File: src/hdl/smaema_pkg.sv
// Shared types, constants and a helper function of the moving average tracker.
`timescale 1ns / 1ps

package smaema_pkg;

    localparam int SAMPLE_W = 24;
    localparam int PERIOD_W = 6;
    localparam int SUM_W    = 30;
    localparam int CFG_IDX_W = 1;

    localparam logic [PERIOD_W-1:0] PERIOD_MIN   = 6'd2;
    localparam logic [PERIOD_W-1:0] PERIOD_MAX   = 6'd50;
    localparam logic [PERIOD_W-1:0] PERIOD_RESET = 6'd5;
    localparam logic [PERIOD_W-1:0] COUNT_MAX    = 6'd50;

    localparam logic [CFG_IDX_W-1:0] REG_SMA_PERIOD = 1'b0;
    localparam logic [CFG_IDX_W-1:0] REG_EMA_PERIOD = 1'b1;

    typedef struct packed {
        logic signed [SAMPLE_W-1:0] sample;
        logic                       restart;
    } sample_in_t;

    typedef struct packed {
        logic signed [SAMPLE_W-1:0] sma_value;
        logic signed [SAMPLE_W-1:0] ema_value;
    } result_t;

    typedef enum logic [3:0] {
        ST_IDLE = 4'b0001,
        ST_SUM  = 4'b0010,
        ST_DIV  = 4'b0100,
        ST_OUT  = 4'b1000
    } state_t;

    function automatic logic [PERIOD_W-1:0] clamp_period(input logic [PERIOD_W-1:0] v);
        logic [PERIOD_W-1:0] r;
        if (v < PERIOD_MIN)
        begin
            r = PERIOD_MIN;
        end
        else if (v > PERIOD_MAX)
        begin
            r = PERIOD_MAX;
        end
        else
        begin
            r = v;
        end
        return r;
    endfunction

endpackage

File: src/hdl/smaema_div.sv
// Serial signed-by-unsigned divider, one quotient bit per cycle, truncating toward zero.
`timescale 1ns / 1ps

module smaema_div #(
    parameter int W = 30
) (
    input  logic                                    clk,
    input  logic                                    rst_n,
    input  logic                                    start,
    input  logic signed [W-1:0]                     dividend,
    input  logic [smaema_pkg::PERIOD_W-1:0]         divisor,
    output logic                                    done,
    output logic signed [W-1:0]                     quotient
);

    localparam int CNT_W = $clog2(W + 1);
    localparam int DW    = smaema_pkg::PERIOD_W;

    logic             busy_reg;
    logic             done_reg;
    logic [CNT_W-1:0] cnt_reg;
    logic [W-1:0]     acc_reg;
    logic [DW-1:0]    rem_reg;
    logic [DW-1:0]    div_reg;
    logic             neg_reg;

    logic [DW:0]      trial;
    logic             qbit;
    logic [DW-1:0]    rem_new;
    logic [DW:0]      diff;

    assign trial   = {rem_reg, acc_reg[W-1]};
    assign diff    = trial - {1'b0, div_reg};
    assign qbit    = (trial >= {1'b0, div_reg});
    assign rem_new = qbit ? diff[DW-1:0] : trial[DW-1:0];

    always_ff @(posedge clk or negedge rst_n)
    begin
        if (!rst_n)
        begin
            busy_reg <= 1'b0;
            done_reg <= 1'b0;
            cnt_reg  <= '0;
        end
        else
        begin
            done_reg <= 1'b0;
            if (start)
            begin
                busy_reg <= 1'b1;
                cnt_reg  <= CNT_W'(W);
            end
            else if (busy_reg)
            begin
                cnt_reg <= cnt_reg - 1'b1;
                if (cnt_reg == CNT_W'(1))
                begin
                    busy_reg <= 1'b0;
                    done_reg <= 1'b1;
                end
            end
        end
    end

    always_ff @(posedge clk)
    begin
        if (start)
        begin
            neg_reg <= dividend[W-1];
            acc_reg <= dividend[W-1] ? (~dividend + 1'b1) : dividend;
            rem_reg <= '0;
            div_reg <= divisor;
        end
        else if (busy_reg)
        begin
            acc_reg <= {acc_reg[W-2:0], qbit};
            rem_reg <= rem_new;
        end
    end

    assign done     = done_reg;
    assign quotient = neg_reg ? (~acc_reg + 1'b1) : acc_reg;

endmodule

File: src/hdl/smaema_ring.sv
// Sample window ring: one write port and one read port with registered read data.
`timescale 1ns / 1ps

module smaema_ring #(
    parameter int DEPTH = 64
) (
    input  logic                                     clk,
    input  logic                                     we,
    input  logic [$clog2(DEPTH)-1:0]                 waddr,
    input  logic signed [smaema_pkg::SAMPLE_W-1:0]   wdata,
    input  logic                                     re,
    input  logic [$clog2(DEPTH)-1:0]                 raddr,
    output logic signed [smaema_pkg::SAMPLE_W-1:0]   rdata
);

    logic signed [smaema_pkg::SAMPLE_W-1:0] mem [DEPTH];
    logic signed [smaema_pkg::SAMPLE_W-1:0] rdata_reg;

    always_ff @(posedge clk)
    begin
        if (we)
        begin
            mem[waddr] <= wdata;
        end
        if (re)
        begin
            rdata_reg <= mem[raddr];
        end
    end

    assign rdata = rdata_reg;

endmodule

File: src/hdl/sma_ema_tracker_unit.sv
// Top level of the simple and exponential moving average tracker.
`timescale 1ns / 1ps

// Each accepted request on the input channel carries one Q15.8 sample and a
// restart flag, and produces exactly one result on the output channel with the
// simple and the exponential moving average. The block works on one request at
// a time: in_ready is high only while it is idle. After a sample is written to
// the window memory, the previous sma_period - 1 samples are read back one per
// cycle through the memory read port and summed, and the sum then goes through
// a serial divider. The exponential update runs in a second serial divider in
// parallel, and the next request can be taken in the same cycle that the result
// appears. The first sample of a series needs no division. During warm-up the
// window is not read and only the exponential divider sets the time. Reset
// clears all control state and sets both periods to 5; the window memory needs
// no clearing pass. The result waits in an output register while the receiver
// stalls, and the block stays busy until that register is free. Configuration
// writes are taken at any edge with cfg_we high.
module sma_ema_tracker_unit #(
    parameter int WINDOW_DEPTH  = 64,
    parameter int EMA_FRAC_BITS = 16
) (
    input  logic                                  clk,
    input  logic                                  rst_n,
    input  logic                                  in_valid,
    output logic                                  in_ready,
    input  smaema_pkg::sample_in_t                in_data,
    output logic                                  out_valid,
    input  logic                                  out_ready,
    output smaema_pkg::result_t                   out_data,
    input  logic                                  cfg_we,
    input  logic [smaema_pkg::CFG_IDX_W-1:0]      cfg_index,
    input  logic [smaema_pkg::PERIOD_W-1:0]       cfg_data
);

    localparam int AW     = $clog2(WINDOW_DEPTH);
    localparam int SW     = smaema_pkg::SAMPLE_W;
    localparam int PW     = smaema_pkg::PERIOD_W;
    localparam int SUMW   = smaema_pkg::SUM_W;
    localparam int ACC_W  = SW + EMA_FRAC_BITS;
    localparam int EDIV_W = ACC_W + 2;

    smaema_pkg::state_t state_reg;

    logic [PW-1:0]          sma_period_reg;
    logic [PW-1:0]          ema_period_reg;
    logic [AW-1:0]          ws_reg;
    logic [PW-1:0]          seen_reg;
    logic                   seeded_reg;
    logic signed [ACC_W-1:0] accum_reg;
    logic [PW-1:0]          reads_left_reg;
    logic                   rvalid_reg;
    logic                   ema_upd_reg;
    logic                   use_sma_reg;
    logic                   sma_pend_reg;
    logic                   ema_pend_reg;
    logic                   out_valid_reg;

    logic [AW-1:0]          rd_ptr_reg;
    logic signed [SW-1:0]   x_reg;
    logic signed [SUMW-1:0] sum_reg;
    logic signed [SW-1:0]   sma_res_reg;
    smaema_pkg::result_t    out_data_reg;

    logic                   accept;
    logic [PW-1:0]          seen_eff;
    logic                   seeded_eff;
    logic                   use_sma;
    logic signed [ACC_W:0]  x_scaled;
    logic signed [ACC_W:0]  delta;
    logic signed [EDIV_W-1:0] ema_dividend;
    logic                   ema_start;
    logic                   sma_start;
    logic                   rd_en;
    logic [AW-1:0]          ws_prev;
    logic [AW-1:0]          ws_inc;
    logic [AW-1:0]          rd_ptr_dec;
    logic signed [SW-1:0]   rdata;
    logic                   sma_done;
    logic                   ema_done;
    logic signed [SUMW-1:0] sma_quot;
    logic signed [EDIV_W-1:0] ema_quot;
    logic                   div_finished;
    logic                   out_free;
    logic signed [ACC_W-1:0] accum_new;
    logic [PW-1:0]          ema_divisor;

    assign in_ready   = (state_reg == smaema_pkg::ST_IDLE);
    assign accept     = in_valid && in_ready;
    assign seen_eff   = in_data.restart ? '0 : seen_reg;
    assign seeded_eff = !in_data.restart && seeded_reg;
    assign use_sma    = (seen_eff >= sma_period_reg);

    assign x_scaled     = {in_data.sample[SW-1], in_data.sample, {EMA_FRAC_BITS{1'b0}}};
    assign delta        = x_scaled - {accum_reg[ACC_W-1], accum_reg};
    assign ema_dividend = {delta, 1'b0};
    assign ema_start    = accept && seeded_eff;
    assign ema_divisor  = ema_period_reg + 1'b1;

    assign rd_en     = (state_reg == smaema_pkg::ST_SUM) && (reads_left_reg != '0);
    assign sma_start = (state_reg == smaema_pkg::ST_SUM) && (reads_left_reg == '0)
                       && !rvalid_reg;

    assign ws_prev    = (ws_reg == '0) ? AW'(WINDOW_DEPTH - 1) : ws_reg - 1'b1;
    assign ws_inc     = (ws_reg == AW'(WINDOW_DEPTH - 1)) ? '0 : ws_reg + 1'b1;
    assign rd_ptr_dec = (rd_ptr_reg == '0) ? AW'(WINDOW_DEPTH - 1) : rd_ptr_reg - 1'b1;

    assign div_finished = (state_reg == smaema_pkg::ST_DIV) && !sma_pend_reg
                          && !ema_pend_reg;
    assign out_free     = !out_valid_reg || out_ready;
    assign accum_new    = ema_upd_reg ? (accum_reg + ema_quot[ACC_W-1:0])
                                      : {x_reg, {EMA_FRAC_BITS{1'b0}}};

    smaema_ring #(
        .DEPTH (WINDOW_DEPTH)
    ) u_ring (
        .clk   (clk),
        .we    (accept),
        .waddr (ws_reg),
        .wdata (in_data.sample),
        .re    (rd_en),
        .raddr (rd_ptr_reg),
        .rdata (rdata)
    );

    smaema_div #(
        .W (SUMW)
    ) u_sma_div (
        .clk      (clk),
        .rst_n    (rst_n),
        .start    (sma_start),
        .dividend (sum_reg),
        .divisor  (sma_period_reg),
        .done     (sma_done),
        .quotient (sma_quot)
    );

    smaema_div #(
        .W (EDIV_W)
    ) u_ema_div (
        .clk      (clk),
        .rst_n    (rst_n),
        .start    (ema_start),
        .dividend (ema_dividend),
        .divisor  (ema_divisor),
        .done     (ema_done),
        .quotient (ema_quot)
    );

    always_ff @(posedge clk or negedge rst_n)
    begin
        if (!rst_n)
        begin
            sma_period_reg <= smaema_pkg::PERIOD_RESET;
            ema_period_reg <= smaema_pkg::PERIOD_RESET;
        end
        else if (cfg_we)
        begin
            case (cfg_index)
                smaema_pkg::REG_SMA_PERIOD: sma_period_reg <= smaema_pkg::clamp_period(cfg_data);
                smaema_pkg::REG_EMA_PERIOD: ema_period_reg <= smaema_pkg::clamp_period(cfg_data);
                default: ;
            endcase
        end
    end

    always_ff @(posedge clk or negedge rst_n)
    begin
        if (!rst_n)
        begin
            state_reg      <= smaema_pkg::ST_IDLE;
            ws_reg         <= '0;
            seen_reg       <= '0;
            seeded_reg     <= 1'b0;
            accum_reg      <= '0;
            reads_left_reg <= '0;
            rvalid_reg     <= 1'b0;
            ema_upd_reg    <= 1'b0;
            use_sma_reg    <= 1'b0;
            sma_pend_reg   <= 1'b0;
            ema_pend_reg   <= 1'b0;
            out_valid_reg  <= 1'b0;
        end
        else
        begin
            if (sma_done)
            begin
                sma_pend_reg <= 1'b0;
            end
            if (ema_done)
            begin
                ema_pend_reg <= 1'b0;
            end
            if (out_valid_reg && out_ready && (state_reg != smaema_pkg::ST_OUT))
            begin
                out_valid_reg <= 1'b0;
            end
            case (state_reg)
                smaema_pkg::ST_IDLE:
                begin
                    if (accept)
                    begin
                        ema_upd_reg    <= seeded_eff;
                        ema_pend_reg   <= seeded_eff;
                        use_sma_reg    <= use_sma;
                        seeded_reg     <= 1'b1;
                        seen_reg       <= (seen_eff < smaema_pkg::COUNT_MAX) ?
                                          seen_eff + 1'b1 : seen_eff;
                        ws_reg         <= ws_inc;
                        reads_left_reg <= sma_period_reg - 1'b1;
                        rvalid_reg     <= 1'b0;
                        state_reg      <= use_sma ? smaema_pkg::ST_SUM : smaema_pkg::ST_DIV;
                    end
                end
                smaema_pkg::ST_SUM:
                begin
                    rvalid_reg <= rd_en;
                    if (rd_en)
                    begin
                        reads_left_reg <= reads_left_reg - 1'b1;
                    end
                    if (sma_start)
                    begin
                        sma_pend_reg <= 1'b1;
                        state_reg    <= smaema_pkg::ST_DIV;
                    end
                end
                smaema_pkg::ST_DIV:
                begin
                    if (div_finished)
                    begin
                        accum_reg <= accum_new;
                        state_reg <= smaema_pkg::ST_OUT;
                    end
                end
                smaema_pkg::ST_OUT:
                begin
                    if (out_free)
                    begin
                        out_valid_reg <= 1'b1;
                        state_reg     <= smaema_pkg::ST_IDLE;
                    end
                end
                default:
                begin
                    state_reg <= smaema_pkg::ST_IDLE;
                end
            endcase
        end
    end

    always_ff @(posedge clk)
    begin
        if (accept)
        begin
            x_reg      <= in_data.sample;
            rd_ptr_reg <= ws_prev;
            sum_reg    <= SUMW'(in_data.sample);
        end
        else if (state_reg == smaema_pkg::ST_SUM)
        begin
            if (rd_en)
            begin
                rd_ptr_reg <= rd_ptr_dec;
            end
            if (rvalid_reg)
            begin
                sum_reg <= sum_reg + SUMW'(rdata);
            end
        end
        if (div_finished)
        begin
            sma_res_reg <= use_sma_reg ? sma_quot[SW-1:0] : x_reg;
        end
        if ((state_reg == smaema_pkg::ST_OUT) && out_free)
        begin
            out_data_reg.sma_value <= sma_res_reg;
            out_data_reg.ema_value <= accum_reg[ACC_W-1 -: SW];
        end
    end

    assign out_valid = out_valid_reg;
    assign out_data  = out_data_reg;

endmodule

File: config.mk
export PLATFORM = sky130hd
export DESIGN_NAME = sma_ema_tracker_unit
export DESIGN_NICKNAME = d
export VERILOG_FILES = /design/src/hdl/smaema_pkg.sv /design/src/hdl/smaema_div.sv /design/src/hdl/smaema_ring.sv /design/src/hdl/sma_ema_tracker_unit.sv
export SDC_FILE = /design/constraint.sdc
export NUM_CORES = 2
export LEC_CHECK = 0
export BUFFER_PORTS_ARGS = -buffer_cell sky130_fd_sc_hd__buf_2
export CORE_MARGIN = 5
export CORE_UTILIZATION = 55
export DETAILED_ROUTE_END_ITERATION = 7
export GPL_ROUTABILITY_DRIVEN = 0
export PLACE_DENSITY_LB_ADDON = 0.1
export SLEW_MARGIN = 20
export SYNTH_ARGS = -nofsm -noshare
export SYNTH_HDL_FRONTEND = slang
export SYNTH_SLANG_ARGS = --single-unit
File: constraint.sdc
create_clock -name clk -period 11.75 [get_ports clk]
set_input_delay 0.5875 -clock clk [delete_from_list [all_inputs] [get_ports clk]]
set_output_delay 0.5875 -clock clk [all_outputs]
set_load 0.05 [all_outputs]
==> run summary <==
Core Region: 0.146 mm2
PortBufs: 86
Layout Nets: 5056
H-tree levels: 4
DRT Pass-1 Iters: 5
Clk_lat worst skew: 0.81 ns
Starting Density: 55.4%
Setup WS post-layout: 6.12 ns
Post-synthesis cell area: 0.0809 mm2
Count of final hold-check violations: 0
Post-synth EDFFs: 1778
Area Overhead vs Synth: 11.5%
Pint: 13.9 mW
Async SR Flop Fraction: 5.09%
Remaining antenna violation count: 0
RSZ-0062 raised after global routing: no
Post-synth top flop: edfxtp_1
First-pass GRT wire length: 294000 um
Congestion Overflow GR: 0
Critical path fanouts, max: 6
Die area: 0.155 mm2
Clock root buffer: clkbuf_16
TNS Setup: 0 ns
Worst hold slack: 0.0802 ns
Routed vias/inst: 6.28
Hold path startpoint: cfg_data[2]
Unique masters post-synth: 99
Leak: 30.2 nW
Sequence of cells on the critical path: or4_1 > or4_4 > or3_2 > o31ai_1 > xnor2_1 > ha_1 > and3_1 > and2_1 > a221oi_1 > o21ai_0 > a41oi_1 > o21ai_0 > a221oi_1 > o21ai_0 > xnor2_1 > nand2_1 > a22oi_1
Most frequent CP cell: o21ai_0
Register area share after synthesis: 69.3%
Worst-Margin Slew: 1.18 ns
WL per Instance: 29.0 um
Post-DP HPWL: 120000 um
Fin crit period: 5.63 ns
Vias in the first global route: 43.4k
Seq cells post-synth: 1886
CP max stage cell: a221oi_1
Area contributors post-synth: edfxtp_1 66%, mux4_2 13%, dfrtp_1 2.8%
Cts repair resizes: 0
Yosys top cell by area: edfxtp_1
Die Wd: 394 um
Overall Global Routing Usage: 25.9%
Clock network power share: 28.1%
FF-to-FF path depth: 17
Crit-path leading delay family: compound AO/OA/AOI/OAI gates
Core Rows: 140
Period utilization: 48.0%
Hold path depth: 3
Crit path largest cell delay: 0.57 ns
Total placed cells including tap cells: 6610
Hold Path Class: in -> reg
MaxCap Viol Count: 0
Stages on worst setup path: 17
Logic gate share of total power: 31.3%
Critical path class: reg -> reg
Share of the synthesized area in the top cell type: 66.0%
Fin cells: 6959
Clk buf depth: 3
CTS tree: built
Vias: 43.7k
Initial antenna violation count: 6
Die H: 394 um
Num ports: 87
Final setup fails: 0
Share of cells above drive strength 1: 21.3%
WL final: 202000 um
Ys Warns: 0
Status: finished, final reports clean
CP startpoint: u_ema_div.acc_reg[2]
Share of power burned in registers: 40.7%
Clk_skew: 0.0253 ns
Max-slew headroom: 21.3%
DR iter-0 viols: 4597
P_sw: 6.75 mW
FMAX: 177 MHz
Max FFs per register: 1536
Synthesized area per cell: 17.2 um2
Sw frac: 32.7%
Startpoint types: flop
Critical path required time: 12.45 ns
Syn_nets: 4877
Hold buffer count at cts: 1
Largest net degree at the start of global routing: 117
Post-CTS Repair Setup Buffers: 0
Residual DRC: 0
Final max-slew violation count: 0
WP buf/inv: 0
Pre-CTS setup slack: 6.16 ns
Clock Sinks: 1886
Mapped Cells: 4710
Cell Pwr Density: 229 mW/mm2
Crit path DAT: 6.34 ns
Startpoint of the worst-slack reg-to-reg timing path: u_ema_div.acc_reg[2]
VDD IR max: 134 uV
TritonCTS buffer count: 189
Reg clk slew, reported paths: 0.06 ns
Endpoint type of the worst setup path: flop
Yosys cell counts, types with 45 or more instances:
library cell and count:
nand2_1 288, ha_1 126, nand3_1 50, buf_1 58, dfrtp_1 91, mux4_2 453, nor3_1 45, xor2_1 102
edfxtp_1 1778, a21oi_1 173, o21ai_0 238, o31ai_1 45, xnor2_1 134, clkbuf_1 154, nor2_1 225, a21o_1 57
inv_1 103, mux2i_1 74
power by group through the flow:
stage	sequential (mW)	clock, mW	combinational, mW
final	8.39	5.80	6.45
after floorplan	8.36	0	4.72
after global placement	8.51	0	6.40
after CTS	8.38	5.89	6.47
after detailed placement	8.52	0	6.44
after global routing	8.44	6.18	7.03
layout make-up:
type	instances	area [um2]
clock buffers	241	5040
clock inverters	101	900
well taps	1917	2400
flip-flops and latches	1886	56000
diodes	2	5.00
inverters	108	405
repair buffers	214	1530
fillers	10400	55700
multi-input cells	2490	23900
worst register-to-register path, stage by stage, from the launching register on:
cell	delay, ns
edfxtp_1	0.46
or4_1	0.56
or4_4	0.45
or3_2	0.44
o31ai_1	0.25
xnor2_1	0.17
ha_1	0.32
and3_1	0.23
and2_1	0.18
a221oi_1	0.26
o21ai_0	0.24
a41oi_1	0.44
o21ai_0	0.36
a221oi_1	0.57
o21ai_0	0.18
xnor2_1	0.17
nand2_1	0.07
a22oi_1	0.18
cells by family (layout without fill, tap and decap cells):
group	Yosys count	count (layout)	synth area share, %
flops	1886	1886	69.3
simple gates	823	823	4.83
compound gates	753	753	5.90
mux	548	548	13.8
buf+inv	334	664	1.59
xor+xnor	236	236	2.55
fa+ha+maj	130	130	2.05
other cells	0	2	0
worst paths after layout:
| kind | endpoint | slack, ns |
|---|---|---|
| hold / removal | ema_period_reg[2] | 0.08 |
| setup reg to reg | accum_reg[37] | 6.12 |
| max in group asynchronous | u_ema_div.cnt_reg[2] | 10.22 |
| hold reg to reg | out_data[45] | 0.42 |
| setup / recovery | accum_reg[37] | 6.12 |
| min in group asynchronous | accum_reg[35] | 0.44 |
cells in the final DEF, fill, tap and decap left out, types with 21 or more instances in the layout:
master     instances
ha_1             126
buf_2             85
inv_1            103
a21o_1            57
nor3_1            45
nor2_4            21
nand4_1           23
nand2b_1          29
xnor2_1          134
o21ai_0          238
xor2_1           102
mux4_2           453
nor2b_1           27
clkbuf_1          45
mux2_2            21
buf_4            119
and3_1            24
clkinv_2          29
a21oi_1          172
o31ai_1           45
a211oi_1          28
nor2_1           160
mux2i_1           74
dfrtp_1           91
clkinv_1          45
nand2_1          287
nor2_2            44
nand3_1           49
edfxtp_1        1778
clkbuf_16        193
metal layers:
metal | global-route usage [%] | vias to the layer above | wire length (um)
met5 | 0 | - | 25
li1 | - | 19200 | -
met1 | 36.6 | 22600 | 83600
met2 | 42.6 | 1620 | 98500
met4 | 6.69 | 4 | 4960
met3 | 4.68 | 268 | 14500
stage by stage:
step	util (%)	area [um2]	power, mW
6_report	61.8	90200	20.6
5_1_grt	61.8	90200	21.6
4_1_cts	61.8	90100	20.7
3_5_place_dp	57.7	84200	15.0
3_3_place_gp	57.7	84100	14.9
2_1_floorplan	-	80900	13.1
Power figures use the tool's default switching activity.
